[config.mk]
export PLATFORM = sky130hd
export DESIGN_NAME = bti_controller
export DESIGN_NICKNAME = d
export VERILOG_FILES = /design/src/design/bti_pkg.sv /design/src/design/bti_controller.sv
export SDC_FILE = /design/constraint.sdc
export NUM_CORES = 1
export LEC_CHECK = 0
export BUFFER_PORTS_ARGS = -buffer_cell sky130_fd_sc_hd__clkbuf_2
export CAP_MARGIN = 20
export CORE_MARGIN = 2
export CORE_UTILIZATION = 56
export CTS_BUF_LIST = sky130_fd_sc_hd__clkbuf_16
export DETAILED_ROUTE_END_ITERATION = 7
export GPL_ROUTABILITY_DRIVEN = 0
export GPL_TIMING_DRIVEN = 0
export PLACE_DENSITY_LB_ADDON = 0.25
export SYNTH_ARGS = -nofsm -noshare
export SYNTH_HDL_FRONTEND = slang
export SYNTH_SLANG_ARGS = --single-unit
[constraint.sdc]
create_clock -name aclk -period 1.88 [get_ports aclk]
set_input_delay 0.376 -clock aclk [delete_from_list [all_inputs] [get_ports aclk]]
set_output_delay 0.376 -clock aclk [all_outputs]
set_load 0.005 [all_outputs]
[src/design/bti_pkg.sv]
`timescale 1ns / 1ps
`default_nettype none
package bti_pkg;

    localparam int DEF_MAX_X_POINTS = 16;
    localparam int DEF_MAX_Y_POINTS = 16;
    localparam int CNT_REG_W        = 5;
    localparam int CFG_IDX_W        = 1;
    localparam int NUM_W            = 97;
    localparam int DIV_CNT_W        = 7;
    localparam int QUO_W            = 33;

    typedef enum logic [1:0] {
        OP_LOAD_X    = 2'd0,
        OP_LOAD_Y    = 2'd1,
        OP_LOAD_GRID = 2'd2,
        OP_QUERY     = 2'd3
    } op_code_t;

    typedef enum logic [CFG_IDX_W-1:0] {
        REG_X_POINTS = 1'b0,
        REG_Y_POINTS = 1'b1
    } cfg_reg_t;

    typedef struct packed {
        op_code_t           operation;
        logic [3:0]         column;
        logic [3:0]         row;
        logic signed [31:0] load_value;
        logic signed [31:0] query_x;
        logic signed [31:0] query_y;
    } in_word_t;

    typedef struct packed {
        logic signed [31:0] result;
        logic               x_outside;
        logic               y_outside;
        logic               saturated;
    } out_word_t;

    typedef enum logic [4:0] {
        DP_NONE,
        DP_RD_FIRST,
        DP_RD_LAST,
        DP_SET_P1,
        DP_SET_PLAST,
        DP_RD_HINT,
        DP_RD_PM1,
        DP_INC_RD,
        DP_DEC_RD,
        DP_DEC_P,
        DP_COMMIT,
        DP_FETCH,
        DP_PREP,
        DP_QMAG,
        DP_DEGEN,
        DP_MUL,
        DP_DMUL,
        DP_DLAT,
        DP_DIV,
        DP_ROUND,
        DP_EMIT
    } dp_op_t;

    typedef struct packed {
        logic       accept;
        dp_op_t     op;
        logic       axis;
        logic [1:0] idx;
        logic [2:0] phase;
    } dp_cmd_t;

    typedef struct packed {
        logic le;
        logic ge;
        logic lt;
        logic gt;
        logic p_gt1;
        logic p_gt2;
        logic p_lt_last;
        logic degen;
        logic out_busy;
    } dp_status_t;

endpackage
`default_nettype wire

[src/design/bti_controller.sv]
`timescale 1ns / 1ps
`default_nettype none
module bti_controller import bti_pkg::*; (
    input  wire        aclk,
    input  wire        aresetn,
    input  wire        s_valid,
    input  op_code_t   s_op,
    output logic       s_ready,
    output dp_cmd_t    cmd,
    input  dp_status_t status
);

    localparam logic [2:0]           LAST_PHASE = 3'd4;
    localparam logic [1:0]           LAST_TERM  = 2'd3;
    localparam logic [1:0]           LAST_FETCH = 2'd3;
    localparam logic [DIV_CNT_W-1:0] LAST_DIV   = DIV_CNT_W'(NUM_W - 1);

    typedef enum logic [4:0] {
        ST_IDLE, ST_F0, ST_F0C, ST_LC, ST_HC, ST_UC, ST_DC, ST_COMMIT,
        ST_FETCH, ST_PREP, ST_QMAG, ST_MUL, ST_DMUL, ST_DLAT, ST_DIV,
        ST_ROUND, ST_DONE
    } state_t;

    state_t                state_reg, state_next;
    logic                  axis_reg, axis_next;
    logic [1:0]            fidx_reg, fidx_next;
    logic [1:0]            term_reg, term_next;
    logic [2:0]            phase_reg, phase_next;
    logic [DIV_CNT_W-1:0]  dcnt_reg, dcnt_next;

    always_comb begin
        state_next = state_reg;
        axis_next  = axis_reg;
        fidx_next  = fidx_reg;
        term_next  = term_reg;
        phase_next = phase_reg;
        dcnt_next  = dcnt_reg;
        cmd.accept = s_valid && (state_reg == ST_IDLE);
        cmd.op     = DP_NONE;
        cmd.axis   = axis_reg;
        cmd.idx    = (state_reg == ST_FETCH) ? fidx_reg : term_reg;
        cmd.phase  = phase_reg;
        case (state_reg)
            ST_IDLE: begin
                if (s_valid && (s_op == OP_QUERY)) begin
                    state_next = ST_F0;
                    axis_next  = 1'b0;
                end
            end
            ST_F0: begin
                cmd.op     = DP_RD_FIRST;
                state_next = ST_F0C;
            end
            ST_F0C: begin
                if (status.le) begin
                    cmd.op     = DP_SET_P1;
                    state_next = ST_COMMIT;
                end else begin
                    cmd.op     = DP_RD_LAST;
                    state_next = ST_LC;
                end
            end
            ST_LC: begin
                if (status.ge) begin
                    cmd.op     = DP_SET_PLAST;
                    state_next = ST_COMMIT;
                end else begin
                    cmd.op     = DP_RD_HINT;
                    state_next = ST_HC;
                end
            end
            ST_HC: begin
                if (status.lt && status.p_gt1) begin
                    cmd.op     = DP_RD_PM1;
                    state_next = ST_DC;
                end else if (status.gt && status.p_lt_last) begin
                    cmd.op     = DP_INC_RD;
                    state_next = ST_UC;
                end else begin
                    state_next = ST_COMMIT;
                end
            end
            ST_UC: begin
                if (status.gt && status.p_lt_last) begin
                    cmd.op = DP_INC_RD;
                end else begin
                    state_next = ST_COMMIT;
                end
            end
            ST_DC: begin
                if (status.lt && status.p_gt2) begin
                    cmd.op = DP_DEC_RD;
                end else if (status.lt) begin
                    cmd.op     = DP_DEC_P;
                    state_next = ST_COMMIT;
                end else begin
                    state_next = ST_COMMIT;
                end
            end
            ST_COMMIT: begin
                cmd.op = DP_COMMIT;
                if (!axis_reg) begin
                    axis_next  = 1'b1;
                    state_next = ST_F0;
                end else begin
                    fidx_next  = '0;
                    state_next = ST_FETCH;
                end
            end
            ST_FETCH: begin
                cmd.op    = DP_FETCH;
                fidx_next = fidx_reg + 1'b1;
                if (fidx_reg == LAST_FETCH) begin
                    state_next = ST_PREP;
                end
            end
            ST_PREP: begin
                cmd.op     = DP_PREP;
                state_next = ST_QMAG;
            end
            ST_QMAG: begin
                if (status.degen) begin
                    cmd.op     = DP_DEGEN;
                    state_next = ST_DONE;
                end else begin
                    cmd.op     = DP_QMAG;
                    term_next  = '0;
                    phase_next = '0;
                    state_next = ST_MUL;
                end
            end
            ST_MUL: begin
                cmd.op = DP_MUL;
                if (phase_reg == LAST_PHASE) begin
                    phase_next = '0;
                    term_next  = term_reg + 1'b1;
                    if (term_reg == LAST_TERM) begin
                        state_next = ST_DMUL;
                    end
                end else begin
                    phase_next = phase_reg + 1'b1;
                end
            end
            ST_DMUL: begin
                cmd.op     = DP_DMUL;
                state_next = ST_DLAT;
            end
            ST_DLAT: begin
                cmd.op     = DP_DLAT;
                dcnt_next  = '0;
                state_next = ST_DIV;
            end
            ST_DIV: begin
                cmd.op    = DP_DIV;
                dcnt_next = dcnt_reg + 1'b1;
                if (dcnt_reg == LAST_DIV) begin
                    state_next = ST_ROUND;
                end
            end
            ST_ROUND: begin
                cmd.op     = DP_ROUND;
                state_next = ST_DONE;
            end
            ST_DONE: begin
                if (!status.out_busy) begin
                    cmd.op     = DP_EMIT;
                    state_next = ST_IDLE;
                end
            end
            default: begin
                state_next = ST_IDLE;
            end
        endcase
    end

    always_ff @(posedge aclk) begin
        if (!aresetn) begin
            state_reg <= ST_IDLE;
            axis_reg  <= 1'b0;
            fidx_reg  <= '0;
            term_reg  <= '0;
            phase_reg <= '0;
            dcnt_reg  <= '0;
        end else begin
            state_reg <= state_next;
            axis_reg  <= axis_next;
            fidx_reg  <= fidx_next;
            term_reg  <= term_next;
            phase_reg <= phase_next;
            dcnt_reg  <= dcnt_next;
        end
    end

    assign s_ready = (state_reg == ST_IDLE);

endmodule
`default_nettype wire

# Word level (Yosys, flattened, before mapping)
# Cells that the tools add are included.
# word_totals
elab_cells,92
inputBits,14
register_bits,20
# classes
n_mux,36
n_addsub,4
n_eq_ne,31
reduce_logical,15
# op_table
cell,count
$pmux 5 s17,1
$pmux 5 s16,1
$mux 5,10
$eq 5x4->1 const B,8
$eq 5x3->1 const B,4
$mux 2,8
$ne 2x2->1 const B,8
$mux 3,5
$pmux 7 s2,1
$mux 4,3
$eq 5x2->1 const B,2
$pmux 2 s2,2
$reduce_and 8->1,1
$reduce_bool 2->1,4
$add 7x1->7 const B,1
$eq 7x7->1 const B,1
$eq 2x2->1 const B,3
$pmux 3 s2,1
$reduce_and 2->1,3
$eq 5x1->1 const B,1
$eq 5x5->1 const B,1
$logic_and 1x1->1,5
$logic_not 5->1,1
$add 2x1->2 const B,2
6 further kinds,9

# Longest topological paths before layout
# Gate-level depths: netlist of the first run.
# depth
ltp_word,4
mapped_depth,7
mapped_depth_nobuf,6

# Worst setup path after synthesis of the first run
# Ideal clock, no wire load.
# synth_timing
kind,register -> output
start,register state_reg[1]
end,output cmd[8] in the netlist's numbering
path_slack_ns,0.155
stages_incl_launch_ff,7
n_path_buf,2
arrival_time_ns,1.349
path_cell_list,dfxtp_1 -> clkbuf_1 -> buf_2 -> o21ai_0 -> a21oi_1 -> a31oi_1 -> o21ai_0
# synth_rtl
element,line,source
start: declaration,bti_controller.sv:24,"state_t state_reg, state_next;"
start signal: assignment,bti_controller.sv:185,state_reg <= state_next;
end: declaration,bti_controller.sv:9,"output dp_cmd_t cmd,"

==> out/summary.log, run 1 <==
INFO  status         outcome=finished with violations
INFO  status         violated_checks=negative setup slack
INFO  drt            routed_wirelength_normalized_by_instance_count=18.6um
INFO  hold_path      hold_class=in -> reg
INFO  synth          syn-mean-instance-area=7.28squm
INFO  clock_network  h-tree-depth=1
INFO  synth          synth_top_flop_cell=sky130_fd_sc_hd__dfxtp_1
INFO  setup_path     worstSetupStartpointType=register
INFO  timing         worst_clock_skew=0.00402ns
INFO  setup_path     timing_worst_setup_path_type=reg -> out
INFO  setup_path     worst-path-max-fanout=4
INFO  synth          synthDistinctLibCells=47
INFO  timing         final-hold-violation-count=0
INFO  floorplan      design.die.area=3290squm
INFO  clock_network  clock-sinks=20
INFO  final_layout   num-nets-final=279
INFO  timing         final.setup.worst_slack=-0.0971ns
INFO  drt            dr.first_iter.drc_count=226
INFO  synth          top_area_cell_type_share_of_the_netlist_area=0.251
INFO  synth          yosys-top-cells-count=26 x sky130_fd_sc_hd__nand2_1, 24 x sky130_fd_sc_hd__o21ai_0, 20 x sky130_fd_sc_hd__dfxtp_1
INFO  global_route   grt_use_met2=0.490
INFO  synth          synth-async-reset-ratio=0
INFO  final_layout   layout-drive-gt1-share=0.314
INFO  timing         finalWorstPathRequiredPeriod=1.98ns
INFO  clock_network  numCtsBuffers=3
INFO  synth          post_synth_inst_count=219
INFO  drt            drc=0
INFO  floorplan      coreArea=2730squm
INFO  drt            route.vias.total=1,936
INFO  timing         rsz0062_at_grt=yes
INFO  setup_path     worst-r2r-cell-count=7
INFO  drt            postRouteAntennaNets=0
INFO  placed_design  dpl.hpwl=3.09mm
INFO  synth          synth_top_cell_by_area=sky130_fd_sc_hd__dfxtp_1
INFO  final_layout   filler_cell_count=183
INFO  clock_network  cts.reportedPaths.clkPinSlew=0.06ns
INFO  global_route   globalRouteMet3Util=0.0544
INFO  setup_path     end_kind=output port
INFO  global_route   grt_usage=0.313
INFO  clock_network  clockRootBuffer=sky130_fd_sc_hd__clkbuf_16
INFO  synth          synth_top_cells_by_area=sky130_fd_sc_hd__dfxtp_1 25%, sky130_fd_sc_hd__o21ai_0 7.5%, sky130_fd_sc_hd__nand2_1 6.1%, sky130_fd_sc_hd__ha_1 4.7%, sky130_fd_sc_hd__a21oi_1 4.1%
INFO  power_and_ir_drop vdd_ir_drop_max=675uV
INFO  drt            route.detailed.vias_per_inst=6.70
INFO  synth          synth.yosys.warnings=0
INFO  drt            wl=5.39mm
INFO  global_route   antenna_found_initial=0
INFO  floorplan      floorplan.initialDensity=0.584
INFO  final_layout   areaGrowthSynthToFinish=32.8%
INFO  global_route   pin_count_of_the_biggest_net_entering_global_routing=13
INFO  synth          mappedNetlistArea=1600squm
INFO  global_route   gr-max-usage-layer=met2
INFO  synth          synth_edf_count=0
INFO  floorplan      top_level_ports=27
INFO  placed_design  numPortBuffers=26
INFO  synth          seq_area_frac_synth=0.251
INFO  global_route   grt_first_pass_wirelength=7.97mm
INFO  timing         layout_worst_path_cycle_share=1.05
INFO  final_layout   diodes=0
INFO  power_and_ir_drop leakage=0.864nW
INFO  floorplan      count_of_standard_cell_rows=19
INFO  synth          postSynthNetCount=239
INFO  floorplan      die_x_extent=57.4um
INFO  setup_path     cp.required=1.50ns
INFO  power_and_ir_drop powerDensity=864nW/um^2
INFO  final_layout   multiInputGateArea=1180squm
INFO  timing         finalSetupViolations=5
INFO  clock_network  clock_tree_from_tritoncts=built
INFO  clock_network  max-clock-path-buffers=2
INFO  global_route   gr-usage-met1=0.411
INFO  timing         max_freq=506MHz
INFO  synth          yosys.cell_count.top_type=sky130_fd_sc_hd__nand2_1
INFO  timing         worst_slew_pin_slew=0.471ns
INFO  clock_network  clock_latency=0.26ns
INFO  global_route   grt-ovfl-total=0
INFO  final_layout   final_cell_count_no_fill=289
INFO  placed_design  place_worst_setup_slack=-0.192ns
INFO  final_layout   number_of_flip_flops_under_the_largest_register_name=7
INFO  flow_run       drv_cap=0
INFO  drt            drtPass1Iterations=5
INFO  global_route   grt_pass1_vias=1,688
INFO  final_layout   regArea=412squm
INFO  synth          yosys_register_bits=20
INFO  timing         final-max-slew-violation-count=0
INFO  hold_path      min_delay_path_depth=4
INFO  timing         slew_headroom=0.686
INFO  placed_design  post-place-cells=276
INFO  setup_path     timing.critical_path.arrival=1.60ns
INFO  floorplan      die-height=57.4um
## per-layer routing
layer  routed length, um  share of wire  up-vias
li1                    -              -      879
met1                2120           0.39      856
met2                2380           0.44      162
met3                 549           0.10       39
met4                 337          0.063        0
met5                   0              0        -
## cell type report
cell class              instances  area share
clock buffers                   3      0.0354
well taps                      31      0.0183
repair buffers                 36      0.0969
multi-input cells             174       0.558
inverters                       9      0.0159
plain buffers                  15      0.0667
clock inverters                 1      0.0142
flip-flops and latches         20       0.194
## where the power goes
part | total [mW] | switching (mW) | internal (mW)
combinational | 0.758 | 0.410 | 0.348
sequential | 0.467 | 0.0214 | 0.445
clock | 0.605 | 0.181 | 0.423
## per-stage QoR
step	utilization	total power [mW]	hold slack (ns)	TNS, ns	area, sq um
finish	0.775	1.83	0.467	-0.364	2120
global route	0.775	1.89	0.496	-0.742	2120
CTS	0.746	1.70	0.472	-0.302	2040
detailed placement	0.645	0.967	0.480	-0.517	1760
floorplan	-	0.828	0.461	0	1600
global placement	0.645	0.968	0.477	-0.512	1760
## critical path: stages, from the launching register on
cell and delay (ns):
sky130_fd_sc_hd__dfxtp_4 0.36, sky130_fd_sc_hd__buf_8 0.12, sky130_fd_sc_hd__o32a_1 0.32, sky130_fd_sc_hd__o21ai_2 0.15
sky130_fd_sc_hd__a21oi_2 0.08, sky130_fd_sc_hd__o211ai_1 0.16, sky130_fd_sc_hd__buf_2 0.14
## kinds of logic after synthesis
| logic type | after synthesis | synth area share |
|---|---|---|
| compound gates | 65 | 0.256 |
| fa+ha+maj | 6 | 0.0471 |
| buf+inv | 25 | 0.0698 |
| flops | 20 | 0.251 |
| mux | 3 | 0.0188 |
| simple gates | 100 | 0.358 |
## what timing repair did
action                                  in CTS  in global routing
buffers inserted                             7                  3
hold endpoints to repair                     0                  0
hold buffers                                 0                  0
pin swaps                                    4                  6
resized for setup                           39                 28
endpoints found under the setup margin      11                 14
## layout by cell type (no fill, tap or decap), types with 3 or more instances in the layout
master,Yosys,routed
sky130_fd_sc_hd__dfxtp_2,0,3
sky130_fd_sc_hd__nand3_1,11,9
sky130_fd_sc_hd__inv_1,9,9
sky130_fd_sc_hd__nor3_1,8,5
sky130_fd_sc_hd__o211ai_1,3,3
sky130_fd_sc_hd__buf_4,2,14
sky130_fd_sc_hd__a21boi_0,6,6
sky130_fd_sc_hd__ha_1,6,6
sky130_fd_sc_hd__nand2_1,26,26
sky130_fd_sc_hd__dfxtp_1,20,15
sky130_fd_sc_hd__mux2i_1,3,3
sky130_fd_sc_hd__a22oi_1,3,3
sky130_fd_sc_hd__clkbuf_2,0,25
sky130_fd_sc_hd__clkbuf_16,0,4
sky130_fd_sc_hd__buf_6,1,3
sky130_fd_sc_hd__o21ai_0,24,22
sky130_fd_sc_hd__nor4b_1,5,5
sky130_fd_sc_hd__nor2b_1,9,8
sky130_fd_sc_hd__and2_1,7,6
sky130_fd_sc_hd__buf_2,2,4
sky130_fd_sc_hd__and3_1,4,4
sky130_fd_sc_hd__a31oi_1,4,4
sky130_fd_sc_hd__a21oi_1,13,12
sky130_fd_sc_hd__nand4_1,5,5
## final timing paths
kind / start / endpoint / slack, ns
worst min register to register: fidx_reg[1] / fidx_reg[1] / 0.51
worst min-delay path: s_op[1] / axis_reg / 0.47
worst max register to register: state_reg[1] / state_reg[0] / 0.08
worst max-delay path: state_reg[1] / cmd[6] / -0.1
Power figures use the tool's default switching activity.
==> run 2: changes to the inputs <==
CORE_UTILIZATION = 58   (was 56)
CTS_BUF_LIST = sky130_fd_sc_hd__clkbuf_8   (was sky130_fd_sc_hd__clkbuf_16)
==> run 2 against run 1 <==
Compared with the run above: the flow still finishes with violations (negative setup slack); worst hold slack lost 0.0029 ns; first-iteration DRC count shrank 35%; critical path depth did not move; flip-flop and latch count unchanged; sequential share of layout area increased by 0.34 points; clock power down 24%; non-clock buffer count up 3; critical endpoint unchanged; combinational power up 3.4%; register-to-register slack got worse by 0.12 ns; power shrank 6.9%; final cell count up 1.0%.
==> out/summary.log, run 2 (synthesis gave the netlist of run 1 again) <==
INFO  status         outcome=finished with violations
INFO  status         violated_checks=negative setup slack
INFO  flow_run       drv_cap=0
INFO  final_layout   multiInputGateArea=1160squm
INFO  final_layout   layout-drive-gt1-share=0.310
INFO  hold_path      hold_class=in -> reg
INFO  final_layout   num-nets-final=282
INFO  setup_path     reg2reg_setup_slack=-0.04ns
INFO  final_layout   layout_common_cells=26 x sky130_fd_sc_hd__clkbuf_2, 26 x sky130_fd_sc_hd__nand2_1, 19 x sky130_fd_sc_hd__o21ai_0
INFO  timing         holdWs=0.464ns
INFO  timing         final.setup.worst_slack=-0.158ns
INFO  floorplan      count_of_standard_cell_rows=19
INFO  setup_path     end_kind=output port
INFO  floorplan      coreArea=2690squm
INFO  timing         worst_slew_pin_slew=0.475ns
INFO  floorplan      die_x_extent=56.4um
INFO  global_route   grt_pass1_vias=1,683
INFO  setup_path     timing.critical_path.arrival=1.66ns
INFO  placed_design  dpl_cell_area=1760squm
INFO  timing         finalSetupViolations=7
INFO  placed_design  dpl.hpwl=3.08mm
INFO  setup_path     worstSetupStartpointType=register
INFO  clock_network  clock-sinks=20
INFO  power_and_ir_drop leakage=0.856nW
INFO  timing         layout_worst_path_cycle_share=1.08
INFO  clock_network  postCtsHoldBufs=0
INFO  timing         worst_clock_skew=0.00270ns
INFO  final_layout   filler_cell_count=188
INFO  drt            postRouteAntennaNets=0
INFO  drt            route.vias.total=1,898
INFO  global_route   antenna_found_initial=0
INFO  placed_design  numPortBuffers=26
INFO  clock_network  clock_latency=0.28ns
INFO  final_layout   number_of_flip_flops_under_the_largest_register_name=7
INFO  final_layout   diodes=0
INFO  timing         slew_headroom=0.681
INFO  setup_path     cp.required=1.50ns
INFO  timing         final-max-slew-violation-count=0
INFO  floorplan      design.die.area=3190squm
INFO  timing         fin_tns_setup=-0.626ns
INFO  clock_network  clockRootBuffer=sky130_fd_sc_hd__clkbuf_8
INFO  drt            dr.first_iter.drc_count=148
INFO  final_layout   areaGrowthSynthToFinish=31.3%
INFO  final_layout   finish.utilization=0.780
INFO  clock_network  clock_tree_from_tritoncts=built
INFO  timing         finalWorstPathRequiredPeriod=2.04ns
INFO  timing         max_freq=491MHz
INFO  global_route   grt_first_pass_wirelength=7.65mm
INFO  final_layout   final_cell_count_no_fill=292
INFO  power_and_ir_drop vdd_ir_drop_max=758uV
INFO  global_route   grt_usage=0.301
INFO  final_layout   final_area=2090squm
INFO  final_layout   regArea=414squm
INFO  setup_path     worst-path-max-fanout=10
INFO  global_route   grt-ovfl-total=0
INFO  floorplan      top_level_ports=27
INFO  drt            wl=4.95mm
INFO  clock_network  numCtsBuffers=3
INFO  power_and_ir_drop powerDensity=813nW/um^2
INFO  floorplan      die-height=56.4um
INFO  drt            drc=0
INFO  drt            route.detailed.vias_per_inst=6.50
INFO  clock_network  max-clock-path-buffers=2
INFO  timing         final-hold-violation-count=0
INFO  setup_path     timing_worst_setup_path_type=reg -> out
INFO  timing         rsz0062_at_grt=yes
INFO  global_route   pin_count_of_the_biggest_net_entering_global_routing=13
INFO  floorplan      floorplan.initialDensity=0.594
INFO  clock_network  h-tree-depth=1
INFO  placed_design  post-place-cells=276
INFO  clock_network  cts.reportedPaths.clkPinSlew=0.08ns
INFO  drt            drtPass1Iterations=5
INFO  drt            routed_wirelength_normalized_by_instance_count=17.0um
run 2: repair_timing:
item	in CTS	in global routing
pin swaps	6	3
gates resized for setup	39	29
buffers inserted	9	4
setup endpoints to repair	11	14
run 2: routing by layer:
layer,vias up,GRT usage,share of wire
li1,890,-,-
met1,845,0.382,0.39
met2,125,0.493,0.46
met3,38,0.0415,0.094
met4,0,0.153,0.050
met5,-,0,0
run 2: area by class of cell:
class	instances	area share
buffer	15	0.0693
clock buffer	3	0.0197
clock inverter	1	0.0143
inverter	9	0.0161
multi-input combinational	174	0.556
sequential	20	0.198
tap	31	0.0185
timing repair buffer	39	0.109
run 2: report_power, final:
| group | switching (mW) | internal, mW | total (mW) |
|---|---|---|---|
| clock | 0.172 | 0.285 | 0.458 |
| combinational | 0.416 | 0.369 | 0.784 |
| sequential | 0.0187 | 0.443 | 0.462 |
| total | 0.607 | 1.10 | 1.70 |
run 2: per-stage QoR:
step	worst slack, ns	total power, mW
3_5_place_dp	-0.211	0.973
3_3_place_gp	-0.187	0.973
5_1_grt	-0.172	1.74
6_report	-0.158	1.70
4_1_cts	-0.103	1.57
2_1_floorplan	0.155	0.828
run 2: final timing paths:
check                             startpoint      endpoint  cells after the start
worst max-delay path            state_reg[0]        cmd[6]                      6
worst min-delay path                 s_op[1]      axis_reg                      4
worst max register to register  state_reg[0]  state_reg[2]                      7
worst min register to register   fidx_reg[1]   fidx_reg[1]                      2
run 2: critical path, stage by stage (launching register included):
cell	delay, ns
sky130_fd_sc_hd__dfxtp_4	0.36
sky130_fd_sc_hd__buf_4	0.18
sky130_fd_sc_hd__nor2b_1	0.16
sky130_fd_sc_hd__o311a_1	0.31
sky130_fd_sc_hd__a21oi_2	0.15
sky130_fd_sc_hd__o211ai_1	0.11
sky130_fd_sc_hd__clkbuf_2	0.12
==> run 3: changes to the inputs <==
CELL_PAD_IN_SITES_DETAIL_PLACEMENT = 1   (was not set)
CELL_PAD_IN_SITES_GLOBAL_PLACEMENT = 1   (was not set)
CORE_UTILIZATION = 45   (was 58)
CTS_CLUSTER_DIAMETER = 150   (was not set)
clock period = 2.6 ns   (was 1.88 ns; I/O delays follow)
==> run 3 against run 2 <==
Compared with the run above: sequential share of layout area rose by 1.9 points; non-clock buffer count down 13; clock-buffer cell count did not move; flip-flop and latch count is the same; utilization down 23 points; cell area is 11% lower; global-route usage fell by 3.4 points; combinational power decreased by 48%; clock skew grew 0.0019 ns; final cell count grew 0.68%; the flow now finishes without violations; register-to-register slack improved by 0.66 ns.
==> out/summary.log, run 3 (synthesis gave the netlist of run 1 again) <==
INFO  power_and_ir_drop total_power=1.06mW
INFO  final_layout   finish.utilization=0.552
INFO  timing         rsz0062_at_grt=no
INFO  final_layout   most_common_library_cell_in_the_layout_ignoring_fill_and_taps=sky130_fd_sc_hd__clkbuf_2
INFO  timing         worst_slew_pin_slew=0.649ns
INFO  setup_path     timing.critical_path.cells=buf_2 > buf_2 > nand3_1 > nand2_1 > o311a_1 > a21oi_1 > o211ai_1 > clkbuf_2
INFO  timing         finalSetupViolations=0
INFO  clock_network  clock_tree_from_tritoncts=built
INFO  clock_network  numCtsBuffers=3
INFO  setup_path     cell_repeated_most_along_the_worst_path=sky130_fd_sc_hd__buf_2
INFO  final_layout   layout-drive-gt1-share=0.185
INFO  global_route   gr-max-usage-layer=met2
INFO  timing         final-hold-violation-count=0
INFO  setup_path     cp.buffers_inverters=3
INFO  setup_path     timing_worst_setup_path_type=reg -> out
INFO  timing         max_freq=410MHz
INFO  final_layout   num-nets-final=269
INFO  timing         final-max-slew-violation-count=0
INFO  power_and_ir_drop cell_internal_pwr=678uW
INFO  final_layout   layout_common_cells=28 x sky130_fd_sc_hd__clkbuf_2, 26 x sky130_fd_sc_hd__nand2_1, 24 x sky130_fd_sc_hd__o21ai_0
INFO  final_layout   diodes=0
INFO  placed_design  dpl.hpwl=3.86mm
INFO  drt            drc=0
INFO  clock_network  h-tree-depth=1
INFO  power_and_ir_drop leakage=0.740nW
INFO  drt            route.vias.total=1,758
INFO  setup_path     crit_path_top_delay_cell=sky130_fd_sc_hd__dfxtp_1
INFO  drt            dr.first_iter.drc_count=80
INFO  final_layout   number_of_flip_flops_under_the_largest_register_name=7
INFO  hold_path      hold_class=reg -> reg
INFO  setup_path     end_kind=output port
INFO  global_route   globalRouteMet3Util=0.0357
INFO  clock_network  max-clock-path-buffers=2
INFO  global_route   grt_pass1_vias=1,705
INFO  floorplan      count_of_standard_cell_rows=21
INFO  setup_path     timing.critical_path.arrival=1.92ns
INFO  timing         slew_headroom=0.566
INFO  timing         layout_worst_path_cycle_share=0.937
INFO  setup_path     worst-path-max-fanout=10
INFO  final_layout   final_cell_count_no_fill=294
INFO  floorplan      top_level_ports=27
INFO  drt            routed_wirelength_normalized_by_instance_count=16.9um
INFO  clock_network  cts.reportedPaths.clkPinSlew=0.08ns
INFO  status         outcome=finished, final reports clean
INFO  setup_path     reg2reg_setup_slack=0.62ns
INFO  placed_design  dpl_cell_area=1780squm
INFO  setup_path     timing.critical_path.slowest_cell_delay=0.39ns
INFO  power_and_ir_drop powerDensity=570nW/um^2
INFO  timing         worst_clock_skew=0.00464ns
INFO  placed_design  place_worst_setup_slack=0.260ns
INFO  timing         fin_tns_setup=0ns
INFO  power_and_ir_drop vdd_ir_drop_max=362uV
INFO  drt            wl=4.98mm
INFO  setup_path     cpLargestDelayFamily=buffers and inverters
INFO  global_route   grt_first_pass_wirelength=8.36mm
INFO  clock_network  postCtsHoldBufs=0
INFO  floorplan      die_x_extent=63.5um
INFO  clock_network  clock-sinks=20
INFO  timing         finalWorstPathRequiredPeriod=2.44ns
INFO  final_layout   areaGrowthSynthToFinish=16.3%
INFO  clock_network  clockRootBuffer=sky130_fd_sc_hd__clkbuf_8
INFO  timing         final.setup.worst_slack=0.163ns
INFO  placed_design  post-place-cells=291
INFO  power_and_ir_drop pwr-share-seq=0.313
INFO  floorplan      design.die.area=4040squm
INFO  power_and_ir_drop clockPowerShare=0.304
INFO  global_route   gr-usage-met1=0.349
INFO  placed_design  numPortBuffers=26
INFO  power_and_ir_drop swShare=0.359
INFO  drt            route.detailed.vias_per_inst=5.98
INFO  drt            drtPass1Iterations=4
INFO  global_route   pin_count_of_the_biggest_net_entering_global_routing=13
INFO  setup_path     cp.required=2.08ns
INFO  power_and_ir_drop netSwitchingPower=380uW
INFO  power_and_ir_drop combPwrFrac=0.383
INFO  global_route   grt-ovfl-total=0
INFO  clock_network  clock_latency=0.27ns
INFO  global_route   antenna_found_initial=0
INFO  global_route   grt_usage=0.266
INFO  floorplan      floorplan.initialDensity=0.474
INFO  final_layout   final_area=1860squm
INFO  floorplan      coreArea=3360squm
INFO  timing         holdWs=0.509ns
INFO  global_route   grt_use_met2=0.450
INFO  setup_path     worstSetupStartpointType=register
INFO  drt            postRouteAntennaNets=0
INFO  flow_run       drv_cap=0
INFO  floorplan      die-height=63.5um
[run 3: cell type report]
cell class                 count  area [sq um]
buffer                        15          77.6
multi-input combinational    174          1080
tap                           46          57.6
fill                         476          1510
sequential                    20           402
clock inverter                 1          30.0
timing repair buffer          26           130
inverter                       9          33.8
clock buffer                   3          41.3
[run 3: worst paths after layout]
check,startpoint,to,cells past startpoint
max,state_reg[0],cmd[6],8
min,fidx_reg[1],fidx_reg[1],2
max reg2reg,state_reg[3],state_reg[2],6
min reg2reg,fidx_reg[1],fidx_reg[1],2
[run 3: what timing repair did]
item                                    in CTS  in global routing
pin swaps                                    0                  0
endpoints found under the setup margin       3                  4
buffers inserted                             0                  0
gates resized for setup                      2                  4
[run 3: power groups by stage]
stage	combinational [mW]	sequential (mW)	clock [mW]
floorplan	0.266	0.332	0
global placement	0.391	0.335	0
detailed placement	0.398	0.336	0
CTS	0.401	0.330	0.326
global route	0.445	0.333	0.338
finish	0.405	0.331	0.321
[run 3: routing by layer]
layer / share of wire / up-vias
met2: 0.48 / 50
met4: 0.016 / 0
met3: 0.053 / 9
met5: 0 / -
met1: 0.45 / 845
li1: - / 854
[run 3: worst reg2reg max path: stages (launching register included)]
cell and delay, ns:
sky130_fd_sc_hd__dfxtp_1 0.31, sky130_fd_sc_hd__buf_6 0.15, sky130_fd_sc_hd__nor3b_1 0.57, sky130_fd_sc_hd__nor4bb_1 0.47, sky130_fd_sc_hd__nor4_2 0.09, sky130_fd_sc_hd__nand4_2 0.15, sky130_fd_sc_hd__mux2i_1 0.19
